File: config.mk
export PLATFORM = sky130hd
export DESIGN_NAME = ple_queue
export DESIGN_NICKNAME = d
export VERILOG_FILES = /design/src/sv/ple_pkg.sv /design/src/sv/ple_queue.sv
export SDC_FILE = /design/constraint.sdc
export NUM_CORES = 1
export LEC_CHECK = 0
export BUFFER_PORTS_ARGS = -buffer_cell sky130_fd_sc_hd__buf_2
export CORE_UTILIZATION = 35
export CTS_BUF_LIST = sky130_fd_sc_hd__clkbuf_4 sky130_fd_sc_hd__clkbuf_8 sky130_fd_sc_hd__clkbuf_16
export DETAILED_ROUTE_END_ITERATION = 10
export PLACE_DENSITY_LB_ADDON = 0.08
export SETUP_SLACK_MARGIN = 0.15
export SYNTH_ARGS = -nofsm -noshare
export SYNTH_HDL_FRONTEND = slang
export SYNTH_SLANG_ARGS = --single-unit
File: constraint.sdc
create_clock -name clk -period 4.85 [get_ports clk]
set_clock_uncertainty 0.05 [all_clocks]
set_input_delay 0.7275 -clock clk [delete_from_list [all_inputs] [get_ports clk]]
set_output_delay 0.7275 -clock clk [all_outputs]
set_load 0.01 [all_outputs]
File: src/sv/ple_pkg.sv
// Package of shared constants, types and the channel linearization table.
package ple_pkg;

  localparam int PALETTE_ENTRIES = 256;

  localparam int LIN_W = 31;
  localparam int JOB_W = 54;
  localparam int QUO_W = 31;
  localparam int LIGHT_W = 15;
  localparam int IDX_W = 8;
  localparam int CHAN_W = 8;

  localparam int NY_W = 47;
  localparam int PART_W = 24;
  localparam int PART_STEPS = 4;
  localparam int ACC_W = 96;
  localparam int Y_SHIFT = 64;
  localparam int NL_W = 19;
  localparam int L_SHIFT = 26;

  localparam logic [21:0] W_RED = 22'd2126729;
  localparam logic [22:0] W_GREEN = 23'd7151522;
  localparam logic [19:0] W_BLUE = 20'd721750;
  localparam logic [22:0] Y_BIAS = 23'd5000000;

  localparam logic [47:0] RECIP_Y = 48'd236118324143483;
  localparam logic [19:0] RECIP_L = 20'd536871;
  localparam logic [QUO_W-1:0] CUBE_KNEE = 31'd9509058;
  localparam logic [19:0] LIN_SLOPE = 20'd903292;
  localparam logic [30:0] LIN_BIAS = 31'd2097152000;
  localparam logic [14:0] L_GAIN = 15'd29696;
  localparam logic [46:0] L_ROUND = 47'd536870912;
  localparam logic [16:0] L_OFFSET = 17'd4096;
  localparam logic [LIGHT_W-1:0] L_MAX = 15'd25600;

  typedef logic [LIN_W-1:0] lin_tab_t [0:255];

  typedef struct packed {
    logic [JOB_W-1:0] wsum;
    logic             last;
  } ple_job_t;

  typedef enum logic [2:0] {
    ST_IDLE,
    ST_DIV_Y,
    ST_BRANCH,
    ST_ROOT_SQ,
    ST_ROOT_CU,
    ST_DIV_L,
    ST_SCALE,
    ST_EMIT
  } ple_state_t;

  function automatic longint unsigned fifth_trunc(longint unsigned t);
    longint unsigned p;
    p = t;
    for (int k = 0; k < 4; k++) begin
      p = (p * t) >> 30;
    end
    return p;
  endfunction

  function automatic lin_tab_t build_lin_table();
    lin_tab_t        tab;
    longint unsigned v;
    longint unsigned s;
    longint unsigned lo;
    longint unsigned hi;
    longint unsigned mid;
    longint unsigned p;
    for (int i = 0; i < 256; i++) begin
      v = longint'(i);
      if (v <= 64'd10) begin
        p = (((v * 64'd100) << 30) + 64'd164730) / 64'd329460;
      end else begin
        s = (((64'd1000 * v + 64'd14025) << 30) + 64'd134512) / 64'd269025;
        lo = 64'd0;
        hi = 64'd1 << 30;
        while (lo < hi) begin
          mid = lo + (hi - lo + 64'd1) / 64'd2;
          if (fifth_trunc(mid) <= s) begin
            lo = mid;
          end else begin
            hi = mid - 64'd1;
          end
        end
        p = lo;
        for (int k = 0; k < 11; k++) begin
          p = (p * lo + (64'd1 << 29)) >> 30;
        end
      end
      tab[i] = p[LIN_W-1:0];
    end
    return tab;
  endfunction

  localparam lin_tab_t LIN_TABLE = build_lin_table();

endpackage

File: src/sv/ple_queue.sv
// Two-entry request queue between the front pipeline and the back sequencer.
module ple_queue
  import ple_pkg::*;
(
  input  logic     clk,
  input  logic     rst_n,
  input  logic     push,
  input  ple_job_t push_job,
  output logic     full,
  input  logic     pop,
  output ple_job_t pop_job,
  output logic     empty
);

  ple_job_t   slots_r [0:1];
  logic       wr_ptr_r;
  logic       rd_ptr_r;
  logic [1:0] count_r;

  assign full = count_r == 2'd2;
  assign empty = count_r == 2'd0;
  assign pop_job = slots_r[rd_ptr_r];

  always_ff @(posedge clk) begin
    if (!rst_n) begin
      wr_ptr_r <= 1'b0;
      rd_ptr_r <= 1'b0;
      count_r  <= 2'd0;
    end else begin
      if (push) begin
        wr_ptr_r <= !wr_ptr_r;
      end
      if (pop) begin
        rd_ptr_r <= !rd_ptr_r;
      end
      if (push && !pop) begin
        count_r <= count_r + 2'd1;
      end else if (pop && !push) begin
        count_r <= count_r - 2'd1;
      end
    end
  end

  always_ff @(posedge clk) begin
    if (push) begin
      slots_r[wr_ptr_r] <= push_job;
    end
  end

endmodule

# Yosys cells after proc, flatten, opt, wreduce, memory -nomap -nowiden
# Memories as Yosys holds them, arrays and structs flattened. A register that Yosys moved wholly into a read port is not among the register bits.
# Cells that the tools add are included.
totals:
  word_cells: 21
  ramBits: 110
  mem_count: 1
  ff_bits: 4
  out_inout_bits: 57
  input_bits: 59
classes:
  eq_ne: 1
  n_addsub: 2
  mux: 6
  n_reduce_logical: 8
mem_list:
  columns: ["memory", "depth", "width", "rd", "rd_ports_with_merged_regs", "write_ports", "line", "rtl"]
  rows:
  - ["slots_r", 2, 55, 1, 1, 1, "ple_queue.sv:15", "ple_job_t slots_r [0:1];"]
op_table:
  columns: ["operator", "count"]
  rows:
  - ["1-bit zero test", 4]
  - ["1-bit two-way mux", 4]
  - ["2-bit two-way mux", 2]
  - ["2-bit by 1-bit adder with 2-bit output (second input constant)", 1]
  - ["2-bit == test (second input constant)", 1]
  - ["1-bit logical AND", 2]
  - ["2-bit zero test", 1]
  - ["2-bit nonzero test", 1]
  - ["2-bit by 1-bit subtractor with 2-bit output (second input constant)", 1]

# Longest topological paths before layout
logic_depth:
  depth_word: 4
  ltp_mapped: 5
  ltp_nobuf: 5

# Worst setup path before layout
# Ideal clock, no wire load.
synth_path:
  path_kind: "input to register"
  start: "input port push"
  end: "memory slots_r[0][0] (netlist name) (enable)"
  arrival_ns: 3.188
  slack_ns: 1.136
  setup_ns: 0.475
  stages: 1
  path_buffers: 0
  required_ns: 4.325
  path_cell_list: "nor2b_1"
synth_via:
  elab_chain_len: 2
synth_lines:
  columns: ["item", "line", "rtl"]
  rows:
  - ["start, declared", "ple_queue.sv:7", "input logic push,"]
  - ["1-bit two-way mux", "ple_queue.sv:45", "if (push) begin"]
  - ["1-bit two-way mux (implied by the code)", "ple_queue.sv:46", "slots_r[wr_ptr_r] <= push_job;"]
  - ["end, declared", "ple_queue.sv:15", null]
# No other way between the ends.

==> impl_metrics.ini <==
[yosys]
ys_seq_elements = 115
syn_area_um2 = 4210
ys_warn_count = 0
syn_area_per_cell_um2 = 21.8
yosysSeqAreaShare = 0.809
syn_inst = 193
synth.net_count = 253
synth_cell_types = 17

[global_routing]
grt_pass1_wl_um = 12400
grt_pass1_vias = 2375
grt_usage = 0.136
grt_antenna_before_repair = 0
grt_max_degree = 32
grt-ovfl-total = 0

[die]
dieWidth_um = 112
rows = 39
coreArea_um2 = 11600
start_util = 0.364
die_area_um2 = 12500
die_h_um = 112
io_pins = 116

[timing]
tns_ns = 0
setup_viol = 0
hold_violations = 0
period_minus_slack_ns = 3.01
min_period_over_period = 0.620
rsz0062_at_grt = false
worstMarginPinSlew_ns = 0.936
hold_ws_ns = 0.465
fmaxAchievable_ghz = 0.333
final-max-slew-violation-count = 0
slew_headroom = 0.375

[outcome]
violations = design-rule violations
outcome = finished with violations

[route]
drc = 8
via_per_inst = 4.50
dr.pass1.iters = 6
first_iter_violations = 102
vias = 2160
ant_nets = 0
wl_per_cell_um = 16.7
drt-total-wl_um = 8000

[power_and_ir_drop]
cellPowerDensity_nw_per_um2 = 473
p_leak_nw = 2.08
vdd_ir_drop_max_mv = 0.201

[critical_path]
criticalPathCategory = reg2out
crit_fanout = 28
cp_slowest_cell = dfxtp_2
crit_path_max_incr_delay_ns = 0.81
critPathCaptureType = output port
worstPathRequired_ns = 4.07
critical_path_arrival_ns = 2.23
worst_setup_path_start_kind = register
path_cells = buf_4 > mux2_2 > buf_2
ff2ff_setup_slack_ns = 2.86

[clocking]
post_cts_resized = 0
htree_levels = 4
clk-insertion-delay-late_ns = 0.40
clockRootBuffer = clkbuf_16
hold_buffers = 0
post-cts-setup-buffers = 0
cts.sinks = 115
cts_tree = built
cts.clk_slew.worst_paths_ns = 0.05
clock_path_buffers = 2
numCtsBuffers = 17

[final_layout]
multiInputGateArea_um2 = 743
areaGrowthSynthToFinish_pct = 31.3
fin_cells = 480
drive_gt1_frac = 0.617
antenna_cells = 0
regArea_um2 = 3400
n_fill_cell = 1020
fin_nets = 384

[worst_hold_path]
hp-class = in2reg

[placement]
routabilityCongestion = 0.652
dp.cells = 448
dp_hpwl_um = 5150
portBuffers = 115

[job]
drv_cap = 0
cell usage in the layout (no fill, tap or decap), drive strengths merged:
cell      synthesis  final
buf               6    118
or3               1      1
bufinv            0      3
and2b             1      1
clkinv            0      5
o21ai             1      1
xnor2             1      1
clkbuf            0     17
mux2             55     55
dfxtp             5      5
edfxtp          110    110
nor2              1      1
nor2b             2      2
o21a              1      1
inv               1      1
a21boi            1      1
clkinvlp          0      7
and2              4      4
xor2              2      2
ha                1      1
kinds of logic (layout without fill, tap and decap cells):
family / after synthesis / in the layout / share of synthesized area
fa+ha+maj: 1 / 1 / 0.00297
simple gates: 9 / 9 / 0.0134
xor+xnor: 3 / 3 / 0.00625
compound gates: 3 / 3 / 0.00476
mux: 55 / 55 / 0.147
buf+inv: 7 / 151 / 0.0161
flops: 115 / 115 / 0.809
cells in the mapped netlist (all sizes together):
library cell | number | area share
xnor2 | 1 | 0.0021
o21ai | 1 | 0.0012
edfxtp | 110 | 0.79
nor2 | 1 | 0.00089
inv | 1 | 0.00089
o21a | 1 | 0.0018
and2b | 1 | 0.0021
a21boi | 1 | 0.0018
nor2b | 2 | 0.0030
and2 | 4 | 0.0059
or3 | 1 | 0.0015
xor2 | 2 | 0.0042
mux2 | 55 | 0.15
dfxtp | 5 | 0.024
buf | 6 | 0.015
ha | 1 | 0.0030
critical path, delay by kind of cell, from the launching register on:
family	cells	cell delay [ns]
muxes	1	0.40
buffers and inverters	2	0.61
DFF	1	0.81
per-stage QoR:
step	cell area [um^2]	setup slack (ns)	utilization	power, mW
finish	5520	1.84	0.477	2.61
global route	5520	1.67	0.477	2.72
CTS	5520	1.74	0.477	2.64
detailed placement	4930	2.18	0.426	1.41
global placement	4930	2.20	0.426	1.41
floorplan	4210	1.14	-	1.32
registers in the layout, summed over array words and instances (netlist names), named ones only:
signal / count
slots_r: 110
rd_ptr_r: 1
wr_ptr_r: 1
count_r: 2
final cells by class:
class | count | area share
Multi-Input combinational cell | 71 | 0.135
Timing Repair Buffer | 118 | 0.108
Tap cell | 143 | 0.0324
Clock buffer | 17 | 0.0771
Inverter | 1 | 0.000680
Clock inverter | 15 | 0.0301
Sequential cell | 115 | 0.617
worst paths after layout:
| kind | from | cells past startpoint | to |
|---|---|---|---|
| worst max-delay path | register | 3 | pop_job[36] |
| worst min-delay path | push_job[16] | 1 | slots_r[0][16]$_DFFE_PP_ |
| worst max register to register | wr_ptr_r$_SDFFE_PN0P_ | 2 | slots_r[0][54]$_DFFE_PP_ |
| worst min register to register | count_r[1]$_SDFFE_PN0P_ | 2 | count_r[1]$_SDFFE_PN0P_ |
report_power, final:
part / total [mW] / switching [mW] / internal, mW
sequential: 1.17 / 0.0232 / 1.15
combinational: 0.214 / 0.108 / 0.107
clock: 1.22 / 0.424 / 0.799
total: 2.61 / 0.555 / 2.05
per-layer routing:
metal	vias to the layer above	GRT usage	routed length (um)	share of wire
met5	-	0	0	0
met4	0	0.0595	87	0.011
met3	8	0.0523	455	0.057
met2	68	0.214	3920	0.49
met1	1060	0.166	3540	0.44
li1	1024	-	-	-
Note: power is estimated with default switching activity, not from simulation.
